$ cat src/hdl/prs_pkg.sv
// ----------------------------------------------------------------------------
// prs_pkg
// shared types and constants for the pattern removal stream
// ----------------------------------------------------------------------------
package prs_pkg;

  // default pattern capacity in bytes, also the pending window depth
  localparam int PATTERN_MAX_DEF = 16;

  // fixed widths of the configuration registers
  localparam int LEN_W     = 5;
  localparam int HALF_W    = 64;
  localparam int PAT_W     = 2 * HALF_W;
  localparam int CFG_IDX_W = 2;

  typedef enum logic [CFG_IDX_W-1:0] {
    REG_LENGTH = 2'd0,
    REG_LOW    = 2'd1,
    REG_HIGH   = 2'd2
  } cfg_reg_t;

  // one scan decision on the pending window
  typedef enum logic [1:0] {
    ACT_NONE = 2'd0,
    ACT_EMIT = 2'd1,
    ACT_DROP = 2'd2
  } act_t;

  typedef struct packed {
    logic append;
    act_t act;
  } win_ctl_t;

endpackage

$ cat src/hdl/prs_cfg_regs.sv
// ----------------------------------------------------------------------------
// prs_cfg_regs
// configuration registers, pattern bytes and clamped pattern length
// ----------------------------------------------------------------------------
module prs_cfg_regs #(
  parameter int PATTERN_MAX = prs_pkg::PATTERN_MAX_DEF,
  localparam int CNT_W = $clog2(PATTERN_MAX + 1)
) (
  input  logic                          clk,
  input  logic                          rst_n,
  input  logic                          cfg_valid,
  output logic                          cfg_ready,
  input  logic [prs_pkg::CFG_IDX_W-1:0] cfg_index,
  input  logic [prs_pkg::HALF_W-1:0]    cfg_data,
  output logic [CNT_W-1:0]              act_len,
  output logic [prs_pkg::PAT_W-1:0]     pattern
);

  logic [prs_pkg::LEN_W-1:0]  len_r;
  logic [prs_pkg::HALF_W-1:0] low_r;
  logic [prs_pkg::HALF_W-1:0] high_r;

  assign cfg_ready = 1'b1;

  always_ff @(posedge clk) begin
    if (!rst_n) begin
      len_r  <= '0;
      low_r  <= '0;
      high_r <= '0;
    end else if (cfg_valid) begin
      case (prs_pkg::cfg_reg_t'(cfg_index))
        prs_pkg::REG_LENGTH: len_r  <= cfg_data[prs_pkg::LEN_W-1:0];
        prs_pkg::REG_LOW:    low_r  <= cfg_data;
        prs_pkg::REG_HIGH:   high_r <= cfg_data;
        default: ;
      endcase
    end
  end

  // lengths above capacity act as full capacity
  always_comb begin
    if (len_r > prs_pkg::LEN_W'(PATTERN_MAX)) begin
      act_len = CNT_W'(PATTERN_MAX);
    end else begin
      act_len = len_r[CNT_W-1:0];
    end
  end

  assign pattern = {high_r, low_r};

endmodule

$ cat src/hdl/prs_match.sv
// ----------------------------------------------------------------------------
// prs_match
// parallel compare of the oldest window bytes with the pattern
// ----------------------------------------------------------------------------
module prs_match #(
  parameter int PATTERN_MAX = prs_pkg::PATTERN_MAX_DEF,
  localparam int CNT_W = $clog2(PATTERN_MAX + 1)
) (
  input  logic [PATTERN_MAX*8-1:0]  cand_flat,
  input  logic [prs_pkg::PAT_W-1:0] pattern,
  input  logic [CNT_W-1:0]          act_len,
  output logic                      match
);

  // bytes at or beyond the active length do not take part
  always_comb begin
    match = 1'b1;
    for (int i = 0; i < PATTERN_MAX; i++) begin
      if ((CNT_W'(i) < act_len) && (cand_flat[i*8 +: 8] != pattern[i*8 +: 8])) begin
        match = 1'b0;
      end
    end
  end

endmodule

$ cat src/hdl/prs_window.sv
// ----------------------------------------------------------------------------
// prs_window
// pending byte window with append and variable front drop
// ----------------------------------------------------------------------------
module prs_window #(
  parameter int PATTERN_MAX = prs_pkg::PATTERN_MAX_DEF,
  localparam int CNT_W = $clog2(PATTERN_MAX + 1),
  localparam int IDX_W = (PATTERN_MAX > 1) ? $clog2(PATTERN_MAX) : 1
) (
  input  logic                     clk,
  input  logic                     rst_n,
  input  prs_pkg::win_ctl_t        ctl,
  input  logic [7:0]               in_byte,
  input  logic [CNT_W-1:0]         act_len,
  output logic [PATTERN_MAX*8-1:0] cand_flat,
  output logic [CNT_W-1:0]         cand_cnt,
  output logic [7:0]               front_byte
);

  logic [7:0]       win_r   [PATTERN_MAX];
  logic [7:0]       win_nxt [PATTERN_MAX];
  logic [7:0]       cand    [PATTERN_MAX];
  logic [CNT_W-1:0] cnt_r;
  logic [CNT_W-1:0] cnt_nxt;
  logic [IDX_W-1:0] aidx;
  logic [CNT_W-1:0] sh;

  // window with the incoming byte placed after the pending ones
  always_comb begin
    if (cnt_r >= CNT_W'(PATTERN_MAX)) begin
      aidx = IDX_W'(PATTERN_MAX - 1);
    end else begin
      aidx = cnt_r[IDX_W-1:0];
    end
    if (!ctl.append) begin
      cand_cnt = cnt_r;
    end else if (cnt_r >= CNT_W'(PATTERN_MAX)) begin
      cand_cnt = CNT_W'(PATTERN_MAX);
    end else begin
      cand_cnt = cnt_r + 1'b1;
    end
    for (int i = 0; i < PATTERN_MAX; i++) begin
      if (ctl.append && (aidx == IDX_W'(i))) begin
        cand[i] = in_byte;
      end else begin
        cand[i] = win_r[i];
      end
      cand_flat[i*8 +: 8] = cand[i];
    end
  end

  assign front_byte = cand[0];

  // drop amount from the decision
  always_comb begin
    case (ctl.act)
      prs_pkg::ACT_EMIT: sh = CNT_W'(1);
      prs_pkg::ACT_DROP: sh = act_len;
      default:           sh = '0;
    endcase
  end

  always_comb begin
    logic [CNT_W:0] idx;
    idx = '0;
    for (int j = 0; j < PATTERN_MAX; j++) begin
      idx = (CNT_W+1)'(j) + {1'b0, sh};
      if (idx < (CNT_W+1)'(PATTERN_MAX)) begin
        win_nxt[j] = cand[idx[IDX_W-1:0]];
      end else begin
        win_nxt[j] = cand[j];
      end
    end
    cnt_nxt = cand_cnt - sh;
  end

  always_ff @(posedge clk) begin
    for (int j = 0; j < PATTERN_MAX; j++) begin
      win_r[j] <= win_nxt[j];
    end
  end

  always_ff @(posedge clk) begin
    if (!rst_n) begin
      cnt_r <= '0;
    end else begin
      cnt_r <= cnt_nxt;
    end
  end

endmodule

$ cat src/hdl/pattern_removal_stream.sv
// ----------------------------------------------------------------------------
// pattern_removal_stream
// removes every leftmost non-overlapping occurrence of a byte pattern
// ----------------------------------------------------------------------------
// A byte stream enters one item per cycle unless the output stalls, and
// leaves with every leftmost, non-overlapping occurrence of the configured
// pattern (up to PATTERN_MAX bytes) removed. Each cycle the scan logic makes
// one decision on the pending window: drop a matching front, emit the oldest
// byte, or stand still. In a steady stream an item is taken every cycle,
// since the window compare and front drop run in parallel between the window
// register and the result register. An item with end_of_data set drains the
// window one byte per cycle and then closes the stream, so it holds the input
// until the window is empty; the last result is held back one slot so that
// out_last can be placed once the end is known. After the pattern length is
// reconfigured mid-stream, the next item may stay busy until the surplus
// pending bytes are worked off. Output stalls stall the scan; there is no
// clearing pass after reset. Configuration writes are taken every cycle.
// ----------------------------------------------------------------------------
module pattern_removal_stream #(
  parameter int PATTERN_MAX = prs_pkg::PATTERN_MAX_DEF
) (
  input  logic                          clk,
  input  logic                          rst_n,
  // input items
  input  logic                          in_valid,
  output logic                          in_ready,
  input  logic [7:0]                    in_data_byte,
  input  logic                          in_end_of_data,
  // result items
  output logic                          out_valid,
  input  logic                          out_ready,
  output logic [7:0]                    out_byte,
  output logic                          out_has_byte,
  output logic                          out_last,
  // configuration writes
  input  logic                          cfg_valid,
  output logic                          cfg_ready,
  input  logic [prs_pkg::CFG_IDX_W-1:0] cfg_index,
  input  logic [prs_pkg::HALF_W-1:0]    cfg_data
);

  localparam int CNT_W = $clog2(PATTERN_MAX + 1);

  logic [CNT_W-1:0]          act_len;
  logic [prs_pkg::PAT_W-1:0] pattern;
  logic [PATTERN_MAX*8-1:0]  cand_flat;
  logic [CNT_W-1:0]          cand_cnt;
  logic [7:0]                front_byte;
  logic                      match;
  prs_pkg::win_ctl_t         ctl;

  // control state
  logic busy_r, busy_nxt;
  logic flush_r, flush_nxt;
  logic hold_valid_r, hold_valid_nxt;
  logic [7:0] hold_byte_r, hold_byte_nxt;

  // result register
  logic       out_valid_r;
  logic [7:0] out_byte_r;
  logic       out_has_r;
  logic       out_last_r;

  logic             adv;
  logic             accept;
  logic             go;
  logic             last_mode;
  logic             full;
  logic             finalize;
  logic             settled;
  logic [CNT_W-1:0] sh_amt;
  logic [CNT_W-1:0] cnt_after;
  logic             push;
  logic [7:0]       push_byte;
  logic             push_has;
  logic             push_last;

  prs_cfg_regs #(.PATTERN_MAX(PATTERN_MAX)) u_cfg (
    .clk       (clk),
    .rst_n     (rst_n),
    .cfg_valid (cfg_valid),
    .cfg_ready (cfg_ready),
    .cfg_index (cfg_index),
    .cfg_data  (cfg_data),
    .act_len   (act_len),
    .pattern   (pattern)
  );

  prs_window #(.PATTERN_MAX(PATTERN_MAX)) u_win (
    .clk        (clk),
    .rst_n      (rst_n),
    .ctl        (ctl),
    .in_byte    (in_data_byte),
    .act_len    (act_len),
    .cand_flat  (cand_flat),
    .cand_cnt   (cand_cnt),
    .front_byte (front_byte)
  );

  prs_match #(.PATTERN_MAX(PATTERN_MAX)) u_match (
    .cand_flat (cand_flat),
    .pattern   (pattern),
    .act_len   (act_len),
    .match     (match)
  );

  // the scan moves only when the result register can take a new item
  assign adv      = !out_valid_r || out_ready;
  // a new item is taken once the previous one has settled
  assign in_ready = !busy_r && adv;
  assign accept   = in_valid && in_ready;
  assign go       = adv && (accept || busy_r);
  // end-of-stream handling follows the item being worked on
  assign last_mode = accept ? in_end_of_data : flush_r;
  // window holds at least a full pattern
  assign full = (act_len != '0) && (cand_cnt >= act_len);

  // scan decision
  always_comb begin
    ctl.append = accept;
    ctl.act    = prs_pkg::ACT_NONE;
    if (go) begin
      if (full && match) begin
        ctl.act = prs_pkg::ACT_DROP;
      end else if (full || ((act_len == '0) && (cand_cnt != '0)) ||
                   (last_mode && (cand_cnt != '0))) begin
        ctl.act = prs_pkg::ACT_EMIT;
      end
    end
  end

  // end of stream closes once the window is empty
  assign finalize = go && last_mode && (cand_cnt == '0);

  always_comb begin
    case (ctl.act)
      prs_pkg::ACT_EMIT: sh_amt = CNT_W'(1);
      prs_pkg::ACT_DROP: sh_amt = act_len;
      default:           sh_amt = '0;
    endcase
    cnt_after = cand_cnt - sh_amt;
    // nothing more to do for this item without a new byte
    if (act_len == '0) begin
      settled = (cnt_after == '0);
    end else begin
      settled = (cnt_after < act_len);
    end
  end

  // result routing, the final stream byte waits in the hold slot
  always_comb begin
    push           = 1'b0;
    push_byte      = '0;
    push_has       = 1'b0;
    push_last      = 1'b0;
    hold_valid_nxt = hold_valid_r;
    hold_byte_nxt  = hold_byte_r;
    if (ctl.act == prs_pkg::ACT_EMIT) begin
      if (!last_mode) begin
        push      = 1'b1;
        push_byte = front_byte;
        push_has  = 1'b1;
      end else begin
        push           = hold_valid_r;
        push_byte      = hold_byte_r;
        push_has       = 1'b1;
        hold_valid_nxt = 1'b1;
        hold_byte_nxt  = front_byte;
      end
    end
    if (finalize) begin
      // held byte closes the stream, or an empty end marker does
      push           = 1'b1;
      push_has       = hold_valid_r;
      push_byte      = hold_valid_r ? hold_byte_r : 8'h00;
      push_last      = 1'b1;
      hold_valid_nxt = 1'b0;
    end
  end

  always_comb begin
    busy_nxt  = busy_r;
    flush_nxt = flush_r;
    if (go) begin
      flush_nxt = last_mode && !finalize;
      busy_nxt  = last_mode ? !finalize : !settled;
    end
  end

  always_ff @(posedge clk) begin
    if (!rst_n) begin
      busy_r       <= 1'b0;
      flush_r      <= 1'b0;
      hold_valid_r <= 1'b0;
      out_valid_r  <= 1'b0;
    end else begin
      busy_r       <= busy_nxt;
      flush_r      <= flush_nxt;
      hold_valid_r <= hold_valid_nxt;
      if (adv) begin
        out_valid_r <= push;
      end
    end
  end

  always_ff @(posedge clk) begin
    hold_byte_r <= hold_byte_nxt;
    if (adv && push) begin
      out_byte_r <= push_byte;
      out_has_r  <= push_has;
      out_last_r <= push_last;
    end
  end

  assign out_valid    = out_valid_r;
  assign out_byte     = out_byte_r;
  assign out_has_byte = out_has_r;
  assign out_last     = out_last_r;

  // end-of-stream mode only while an item is in progress
  a_flush_busy: assert property (@(posedge clk) disable iff (!rst_n)
    flush_r |-> busy_r)
    else $error("flush active without a busy item");

  // the hold slot is used only while closing a stream
  a_hold_flush: assert property (@(posedge clk) disable iff (!rst_n)
    hold_valid_r |-> flush_r)
    else $error("held byte outside end of stream");

  // closing a stream leaves the block free and the hold slot empty
  a_final_idle: assert property (@(posedge clk) disable iff (!rst_n)
    finalize |=> (!busy_r && !hold_valid_r))
    else $error("stream close did not return to idle");

  // an empty result only ever marks the end of a stream
  a_empty_last: assert property (@(posedge clk) disable iff (!rst_n)
    (out_valid && !out_has_byte) |-> out_last)
    else $error("empty result without end marker");

endmodule
$ cat config.mk
export PLATFORM = sky130hd
export DESIGN_NAME = pattern_removal_stream
export DESIGN_NICKNAME = d
export VERILOG_FILES = /design/src/hdl/prs_pkg.sv /design/src/hdl/prs_cfg_regs.sv /design/src/hdl/prs_match.sv /design/src/hdl/prs_window.sv /design/src/hdl/pattern_removal_stream.sv
export SDC_FILE = /design/constraint.sdc
export NUM_CORES = 1
export LEC_CHECK = 0
export ABC_CLOCK_PERIOD_IN_PS = 7500
export BUFFER_PORTS_ARGS = -buffer_cell sky130_fd_sc_hd__buf_2
export CAP_MARGIN = 20
export CORE_UTILIZATION = 35
export CTS_CLUSTER_DIAMETER = 120
export DETAILED_ROUTE_END_ITERATION = 7
export PLACE_DENSITY = 0.46
export SLEW_MARGIN = 15
export SYNTH_ARGS = -nofsm -noshare
export SYNTH_HDL_FRONTEND = slang
export SYNTH_HIERARCHICAL = 1
export SYNTH_SLANG_ARGS = --single-unit
$ cat constraint.sdc
create_clock -name clk -period 7.5 [get_ports clk]
set_input_delay 0.75 -clock clk [delete_from_list [all_inputs] [get_ports clk]]
set_output_delay 0.75 -clock clk [all_outputs]
set_load 0.03 [all_outputs]
==> results.md, run 1 <==
* Initial Util at 35.3%
* Worst-skew pair later-pin latency at 0.58 ns
* Setup crit start kind: flop
* Fillers at 5883
* Layout area overhead at 25.3%
* Largest cells by area after synthesis: dfxtp_1 26%, mux2i_1 7.5%, mux2_2 6.7%
* CP bufs+invs at 11
* Uppermost layer routed: met5
* Die width at 246 um
* Routed wire length at 118000 um
* Post-Route Skew at 0.0282 ns
* Initial antenna violation count at 4
* Total track usage at 38.1%
* Netlist cell types at 95
* Rel. slew slack at 24.0%
* Max FO, Critical Path at 25
* Status: finished with violations
* Synthesized area at 20800 um2
* Post-Syn Instances at 2456
* Clock buffer depth at 3
* Critical setup path kind: flop to flop
* Min Tclk post-route at 7.13 ns
* Leakage at 10.6 nW
* Number of global-route vias before repair at 21500
* Max-Cap Viols at 0
* Global route overflow at 0
* I/O Pins at 93
* Core Box Area at 58900 um2
* Final Cycle Share at 95.1%
* Hold WC Path Type: primary input to flop
* Final nets at 2934
* Synth Area per Inst at 8.47 um2
* Final hold vios at 0
* Antenna Nets Post-Route at 0
* Sequential fraction of the synthesis area at 28.6%
* Synth area leader: dfxtp_1
* DR pass1 iterations at 8
* Largest net degree at the start of global routing at 107
* Worst endpoint required time at 7.99 ns
* CTS Buf Count at 37
* Most used flip-flop cell after synthesis: dfxtp_1
* Initial DRC Count at 2836
* Layout cells sized above 1 at 28.7%
* Routed wl met2 at 49900 um
* Failing checks: DRC
* PwrDens at 473 nW/um2
* VDD IR max at 0.000223 V
* CP arrival at 7.63 ns
* Post-synth EDFFs at 18
* CTS tree: built
* Delay-heaviest family, CP: simple AND/OR/NAND/NOR gates
* Setup TNS after final layout at 0 ns
* Vias per cell at 6.26
* Slowest Stage Delay on Critical Path at 0.48 ns
* Routed met1 length at 51600 um
* Async set-or-reset flop fraction in the synthesized netlist at 0%
* Routed vias at 22700
* DR WL/cell at 32.4 um
* Post-synth top cells: 336 x nand2_1, 270 x dfxtp_1, 172 x nor2_1
* Die area at 60400 um2
* Post-synth net total at 2570
* GPL Wtd Cong at 1.09
* Highest Clock Rate at 0.140 GHz
* Rows at 89
* WL met3 at 9900 um
* Hold_ws at 0.444 ns
* HPWL after DPL at 94400 um
* Htree depth at 2
* #FFs+latches synth at 288
* Final setup vio count at 0
* Num Clock Sinks at 288
* Hold-fix buffers, CTS at 0
* Critical Path End Type: flop
* Slew @ Worst Pin at 1.14 ns
* Unrepaired setup endpoints after global routing: false
* Top-count cell post-synth: nand2_1
* Worst-path clk slew at 0.06 ns
* DRC errors left at 4
* Synth warn at 6
* Die Ht at 246 um
* Crit-path slowest cell: nor4_4
* First-pass GRT wire length at 163000 um
* Final Max Tran Viols at 0
* Critical path's most frequent cell: buf_4
* Port Buf Inserts at 91
* Util after Layout at 44.3%
* Yosys top cell area share at 26.0%
* Root Driver: clkbuf_16
==> state kept, by name, summed over array words and instances, names as in the netlist <==
register,flops
flush_r,1
u_cfg/low_r,64
busy_r,1
hold_valid_r,1
u_cfg/len_r,5
hold_byte_r,8
out_byte,8
u_win/win_r,128
out_valid,1
u_win/cnt_r,5
out_last,1
out_has_byte,1
u_cfg/high_r,64
==> worst paths after layout <==
kind / start / to / slack, ns / depth (start not counted)
worst max-delay path: busy_r / u_win/win_r[1][11] / 0.37 / 31
worst min-delay path: cfg_data[29] / u_cfg/high_r[29] / 0.44 / 3
worst max register to register: busy_r / u_win/win_r[1][11] / 0.37 / 31
worst min register to register: u_cfg/len_r[1] / u_cfg/len_r[1] / 0.46 / 2
==> through the flow <==
step	cells	area (um2)	power (W)	setup WS, ns
floorplan	2456	20800	0.00619	0.555
global placement	3552	24700	0.0101	-0.640
detailed placement	3552	24700	0.0101	-0.559
CTS	3620	26000	0.0121	0.0382
global route	3622	26100	0.0127	0.0303
finish	3623	26100	0.0123	0.367
==> report_power, final <==
| group | leakage (nW) | total (W) | switching (W) | internal, W |
|---|---|---|---|---|
| Combinational | 7.55 | 0.00783 | 0.00459 | 0.00325 |
| Clock | 0.618 | 0.00189 | 0.000789 | 0.00110 |
| Sequential | 2.40 | 0.00261 | 0.000605 | 0.00201 |
==> routing by layer <==
metal | vias to the layer above | track usage, %
met3 | 267 | 6.40
met1 | 11200 | 52.9
li1 | 9962 | -
met2 | 1193 | 57.2
met5 | - | 0
met4 | 2 | 17.3
==> final cells by class <==
cell class | count | area, um2 | share of cell area [%]
antenna | 1 | 2.50 | 0.00959
tap | 773 | 967 | 3.71
multi-input combinational | 1949 | 13800 | 53.0
clock inverter | 25 | 289 | 1.11
sequential | 288 | 5950 | 22.8
clock buffer | 43 | 988 | 3.79
timing repair buffer | 502 | 3910 | 15.0
inverter | 42 | 160 | 0.614
==> repair_timing <==
item,4_1_cts,5_1_grt
gates resized for setup,2,12
gates cloned,0,0
pin swaps,0,2
setup buffers,0,2
endpoints found under the setup margin,29,126
==> worst register-to-register path: cells and delay by family (launching register included) <==
kind,cells,cell delay (ns)
XOR/XNOR,1,0.15
AO/OA/AOI/OAI,4,1.00
AND/OR/NAND/NOR,12,2.78
adder cells (fa/ha/maj),2,0.64
multiplexers,1,0.40
flip-flops,1,0.37
buffers and inverters,11,1.72
==> cell usage in the layout, fill, tap and decap left out, types with 62 or more instances in the layout <==
cell type / instances
mux2i_1: 154
nand2_1: 334
buf_4: 382
buf_2: 90
a22oi_1: 144
o22ai_1: 81
xor2_1: 87
xnor2_1: 62
or3_1: 64
nor2_1: 171
mux2_2: 124
dfxtp_1: 270
o221ai_1: 116
a21oi_1: 106
nor3_1: 68
==> logic make-up after synthesis <==
kind of cell    Yosys count  share of synthesized area [%]
simple gates            814                           18.6
buf+inv                 219                           5.34
other cells               1                         0.0180
mux                     297                           16.0
flops                   288                           28.6
fa+ha+maj                34                           2.12
compound gates          654                           23.1
xor+xnor                149                           6.27
Power figures use the tool's default switching activity.
==> inputs of run 2 (changes only) <==
BUFFER_PORTS_ARGS = -buffer_cell sky130_fd_sc_hd__clkbuf_2   (was -buffer_cell sky130_fd_sc_hd__buf_2)
CTS_CLUSTER_DIAMETER = 150   (was 120)
SYNTH_HIERARCHICAL = default   (was 1)
==> results.md, run 2 <==
* HPWL after DPL at 81200 um
* Sequential fraction of the synthesis area at 28.9%
* DR WL/cell at 29.7 um
* Post-Syn Instances at 2372
* Unrepaired setup endpoints after global routing: false
* Post-CTS setup buffer count at 0
* Routed vias at 20100
* Vias per cell at 5.84
* Worst setup margin at 0.309 ns
* Rows at 88
* Initial antenna violation count at 2
* Die width at 244 um
* DRC errors left at 0
* Port Buf Inserts at 91
* Initial Util at 35.5%
* Netlist cell types at 72
* Final Cycle Share at 95.9%
* Rel. slew slack at 29.5%
* Critical setup path kind: flop to flop
* Synthesized area at 20600 um2
* Htree depth at 2
* Highest Clock Rate at 0.139 GHz
* CTS tree: built
* CP arrival at 7.61 ns
* CTS Buf Count at 37
* Initial DRC Count at 1971
* Total track usage at 33.9%
* Layout area overhead at 22.7%
* Status: complete, no violations
* Num Clock Sinks at 288
* Post_cts resized at 0
* Final Max Tran Viols at 0
* Max FO, Critical Path at 38
* Largest net degree at the start of global routing at 71
* Most common cell after layout, fill and taps aside: mux2i_1
* Synth warn at 0
* Worst-path clk slew at 0.06 ns
* First-pass GRT wire length at 146000 um
* Number of global-route vias before repair at 19800
* Util after Layout at 43.5%
* Largest registers: u_win.win_r (128), u_cfg.high_r (64), u_cfg.low_r (64)
* Max-Cap Viols at 0
* I/O Pins at 93
* Post-route cell area at 25200 um2
* Hold-fix buffers, CTS at 0
* DP Worst Slack at 0.297 ns
* Hold WC Path Type: primary input to flop
* Setup TNS after final layout at 0 ns
* Worst-skew pair later-pin latency at 0.57 ns
* Worst endpoint required time at 7.91 ns
* Final nets at 2763
* Slew @ Worst Pin at 1.06 ns
* Global route overflow at 0
* Critical Path End Type: flop
* Most frequent cells in the layout: 692 x mux2i_1, 310 x nand2_1, 295 x buf_4
* Core Box Area at 57900 um2
* Clock buffer depth at 3
* Post-synth EDFFs at 18
* VDD IR max at 0.000169 V
* Final setup vio count at 0
* Die Ht at 244 um
* Most used flip-flop cell after synthesis: dfxtp_1
* Final hold vios at 0
* GPL Wtd Cong at 1.04
* Largest register FFs at 128
* Layout cells sized above 1 at 18.9%
* Largest cells by area after synthesis: mux2i_1 34%, dfxtp_1 26%, nand2_1 5.7%
* Synth Area per Inst at 8.67 um2
* Setup crit start kind: flop
* Biggest register: u_win.win_r
* #FFs+latches synth at 288
* Yosys top cell area share at 33.7%
* Die area at 59700 um2
* Min Tclk post-route at 7.19 ns
* Leakage at 10.9 nW
* Antenna Nets Post-Route at 0
* Top-count cell post-synth: mux2i_1
* ANT cells at 0
* Synth area leader: mux2i_1
* Post-Route Skew at 0.0257 ns
* Placed Area at 24000 um2
* DR pass1 iterations at 5
* Routed wire length at 102000 um
* Async set-or-reset flop fraction in the synthesized netlist at 0%
* Post-synth top cells: 692 x mux2i_1, 311 x nand2_1, 270 x dfxtp_1
* Fillers at 5852
* PwrDens at 446 nW/um2
* Post-synth net total at 2482
* Root Driver: clkbuf_16
run 2: logic make-up after synthesis:
| group | count (synthesis) | share of synthesized area, % |
|---|---|---|
| xor gates and xnor gates | 125 | 5.33 |
| muxes | 694 | 33.8 |
| other | 1 | 0.0182 |
| and+or+nand+nor | 554 | 12.4 |
| adders and majority gates | 30 | 1.86 |
| DFF | 288 | 28.9 |
| AOI/OAI and AO/OA | 425 | 12.8 |
| buffers and inverters | 255 | 4.89 |
run 2: worst paths after layout:
path,startpoint,to,slack [ns],depth (start not counted)
max,u_win.cnt_r[0],u_win.win_r[0][20],0.31,24
min,cfg_data[63],u_cfg.high_r[63],0.42,3
max reg2reg,u_win.cnt_r[0],u_win.win_r[0][20],0.31,24
min reg2reg,u_cfg.low_r[50],u_cfg.low_r[50],0.46,2
run 2: cell type report:
class                           instances  area, um2  share of cell area (%)
Timing Repair Buffer                  406       3070                    12.2
Tap cell                              765        957                    3.80
Inverter                               91        344                    1.36
Multi-Input combinational cell       1829      13700                    54.4
Clock buffer                           49       1040                    4.13
Sequential cell                       288       5950                    23.6
Clock inverter                         16        134                   0.531
run 2: worst max-delay path, stage by stage (launching register included):
cell and delay, ns:
dfxtp_1 0.56, or3b_1 0.47, nor3_1 0.56, nand2b_1 0.39, or4_1 0.61, a222oi_1 0.37, a21oi_1 0.13, buf_4 0.20
nor3_1 0.31, nand4b_4 0.16, nor3_1 0.19, ha_1 0.20, and3b_1 0.21, o21bai_4 0.08, inv_2 0.10, buf_12 0.30
mux2i_1 0.23, buf_4 0.17, nor2_1 0.04, nor2_1 0.44, mux2i_1 0.22, buf_4 0.20, mux2i_1 0.33, mux2i_1 0.17
mux2i_1 0.36
run 2: through the flow:
stage,std cells,total power (W),hold WS (ns)
global route,3444,0.0116,0.418
floorplan,2372,0.00570,0.436
global placement,3379,0.00925,0.452
detailed placement,3379,0.00924,0.453
CTS,3444,0.0111,0.393
finish,3444,0.0113,0.415
run 2: layer usage:
| metal | up-vias | wire [um] | global-route usage [%] |
|---|---|---|---|
| met5 | - | 13 | 0 |
| met4 | 2 | 3900 | 12.4 |
| met3 | 164 | 6340 | 4.38 |
| met2 | 815 | 45400 | 53.4 |
| met1 | 10000 | 46700 | 47.1 |
| li1 | 9076 | - | - |
run 2: report_power, final:
group | switching (W) | total, W | internal (W)
clock network | 0.000761 | 0.00178 | 0.00102
logic | 0.00426 | 0.00707 | 0.00281
registers | 0.000392 | 0.00241 | 0.00201
==> inputs of run 3 (changes only) <==
CTS_CLUSTER_SIZE = 28   (was default)
SETUP_SLACK_MARGIN = 0.5   (was default)
SLEW_MARGIN = 40   (was 15)
==> results.md, run 3 (synthesis results as in run 2) <==
* Status: complete, no violations
* Max-Cap Viols at 0
* First-pass GRT wire length at 142000 um
* Critical Path End Type: flop
* Total track usage at 33.1%
* Hold Crit Endpoint: u_cfg.low_r[50]
* Worst setup margin at 0.698 ns
* Die area at 59700 um2
* CTS Buf Count at 14
* HPWL after DPL at 80100 um
* Final setup vio count at 0
* CP arrival at 7.27 ns
* Initial DRC Count at 1921
* Die Ht at 244 um
* Most common cell after layout, fill and taps aside: mux2i_1
* Largest registers: u_win.win_r (128), u_cfg.high_r (64), u_cfg.low_r (64)
* Slowest Stage Delay on Critical Path at 0.71 ns
* Logic pwr share at 67.8%
* DP Worst Slack at 0.333 ns
* Reg-to-Reg End: u_win.win_r[1][23]
* Clock buffer depth at 3
* CTS tree: built
* Antenna Nets Post-Route at 0
* Worst-path clk slew at 0.12 ns
* PwrDens at 428 nW/um2
* Largest net degree at the start of global routing at 71
* Most frequent cells in the layout: 690 x mux2i_1, 310 x nand2_1, 287 x buf_4
* DR pass1 iterations at 6
* Setup crit start kind: flop
* Fillers at 5996
* Routed wire length at 102000 um
* Worst endpoint required time at 7.97 ns
* Unrepaired setup endpoints after global routing: false
* VDD IR max at 0.000170 V
* Sw power at 0.00525 W
* Hold-fix buffers, CTS at 0
* Rel. slew slack at 45.4%
* Rows at 88
* Post-Route Skew at 0.0365 ns
* Worst-skew pair later-pin latency at 0.55 ns
* Reg2reg path depth at 22
* Util after Layout at 42.0%
* Largest register FFs at 128
* Max FO, Critical Path at 38
* Hold Crit Start: cfg_data[50]
* Final Cycle Share at 90.7%
* Num Clock Sinks at 288
* Routed vias at 19800
* CP bufs+invs at 4
* Reg-to-Reg Start: busy_r
* Number of global-route vias before repair at 19200
* GPL Wtd Cong at 1.02
* Core Box Area at 57900 um2
* Vias per cell at 5.84
* Highest Clock Rate at 0.147 GHz
* Critical path cell sequence: nand2b_1 -> buf_4 -> or3_1 -> nor2_8 -> mux2i_1 -> o2bb2ai_1 -> or4_1 -> a211oi_2 -> nand4b_4 -> or3_1 -> ha_1 -> o21bai_4 -> inv_2 -> buf_12 -> o21ai_1 -> o22ai_1 -> nor2_1 -> mux2i_1 -> buf_4 -> mux2i_1 -> mux2i_1 -> mux2i_1
* Root Driver: clkbuf_16
* Power Internal at 0.00517 W
* Clock share of power at 9.2%
* Initial Util at 35.5%
* Final hold vios at 0
* Hold WC Path Type: primary input to flop
* Critical setup path kind: flop to flop
* DR WL/cell at 30.0 um
* Global route overflow at 0
* Crit-path slowest cell: or4_1
* Leakage at 10.5 nW
* Setup TNS after final layout at 0 ns
* Critical path's most frequent cell: mux2i_1
* Hold Path Cell Cnt at 3
* Initial antenna violation count at 1
* Sw frac at 50.4%
* Biggest register: u_win.win_r
* I/O Pins at 93
* Layout cells sized above 1 at 17.5%
* Min Tclk post-route at 6.80 ns
* Final nets at 2727
* Die width at 244 um
* Delay-heaviest family, CP: simple AND/OR/NAND/NOR gates
* DRC errors left at 0
* Seq pwr share at 23.0%
* Port Buf Inserts at 91
* Slew @ Worst Pin at 0.820 ns
* Layout area overhead at 18.4%
* Reg2Reg Setup Slack at 0.70 ns
* Htree depth at 1
* Final Max Tran Viols at 0
-- run 3: cell count changes in the layout (fill, tap and decap cells not counted), sizes merged, moves of 2 or more --
cell | previous run | this run
buf | 315 | 302
clkbuf | 140 | 109
clkinv | 8 | 2
clkinvlp | 2 | 0
inv | 96 | 91
-- run 3: layout make-up --
cell class | count | area [um2] | share of cell area, %
antenna | 1 | 2.50 | 0.0103
clock buffer | 18 | 387 | 1.59
clock inverter | 2 | 25.0 | 0.103
inverter | 91 | 344 | 1.41
multi-input combinational | 1829 | 13800 | 56.7
sequential | 288 | 5950 | 24.4
tap | 765 | 957 | 3.93
timing repair buffer | 393 | 2880 | 11.8
-- run 3: how the worst max path moves through the flow --
stage / cells past startpoint / endpoint / slack (ns) / start
final: 22 / u_win.win_r[1][23] / 0.70 / busy_r
after global routing: 25 / u_win.win_r[0][6] / 0.51 / busy_r
after CTS: 21 / u_win.win_r[0][6] / 0.51 / u_win.cnt_r[4]
after detailed placement: 24 / u_win.win_r[0][6] / 0.33 / in_data_byte[6]
after global placement: 24 / u_win.win_r[0][6] / 0.34 / in_data_byte[6]
after floorplan: 28 / busy_r / 0.55 / in_valid
-- run 3: worst reg2reg max path, stage by stage (launching register included) --
cell       delay, ns
dfxtp_1         0.50
nand2b_1        0.32
buf_4           0.21
or3_1           0.49
nor2_8          0.32
mux2i_1         0.41
o2bb2ai_1       0.11
or4_1           0.71
a211oi_2        0.36
nand4b_4        0.15
or3_1           0.34
ha_1            0.23
o21bai_4        0.18
inv_2           0.08
buf_12          0.21
o21ai_1         0.42
o22ai_1         0.18
nor2_1          0.34
mux2i_1         0.25
buf_4           0.23
mux2i_1         0.26
mux2i_1         0.24
mux2i_1         0.18
-- run 3: layer usage --
layer	up-vias	GRT usage, %	part of all wire, %
met5	-	0	0.013
met4	2	11.6	4.1
met3	149	4.71	6.4
li1	8956	-	-
met2	822	53.0	45
met1	9860	45.3	45
-- run 3: repair_timing --
action / CTS / global route
gates resized for setup: 0 / 7
buffers inserted: 0 / 3
endpoints found under the setup margin: 0 / 30
-- run 3: through the flow --
step / instance area, um2 / hold slack (ns) / total power [W] / instances
2_1_floorplan: 20600 / 0.436 / 0.00570 / 2372
3_3_place_gp: 23800 / 0.450 / 0.00923 / 3363
3_5_place_dp: 23800 / 0.457 / 0.00921 / 3363
4_1_cts: 24200 / 0.407 / 0.0102 / 3383
5_1_grt: 24300 / 0.419 / 0.0107 / 3386
6_report: 24300 / 0.422 / 0.0104 / 3387
-- run 3: power by group through the flow --
stage	clock (W)	combinational (W)	sequential (W)
floorplan	0	0.00340	0.00230
global placement	0	0.00682	0.00241
global route	0.00102	0.00731	0.00242
detailed placement	0	0.00680	0.00241
finish	0.000963	0.00707	0.00239
CTS	0.000980	0.00684	0.00237
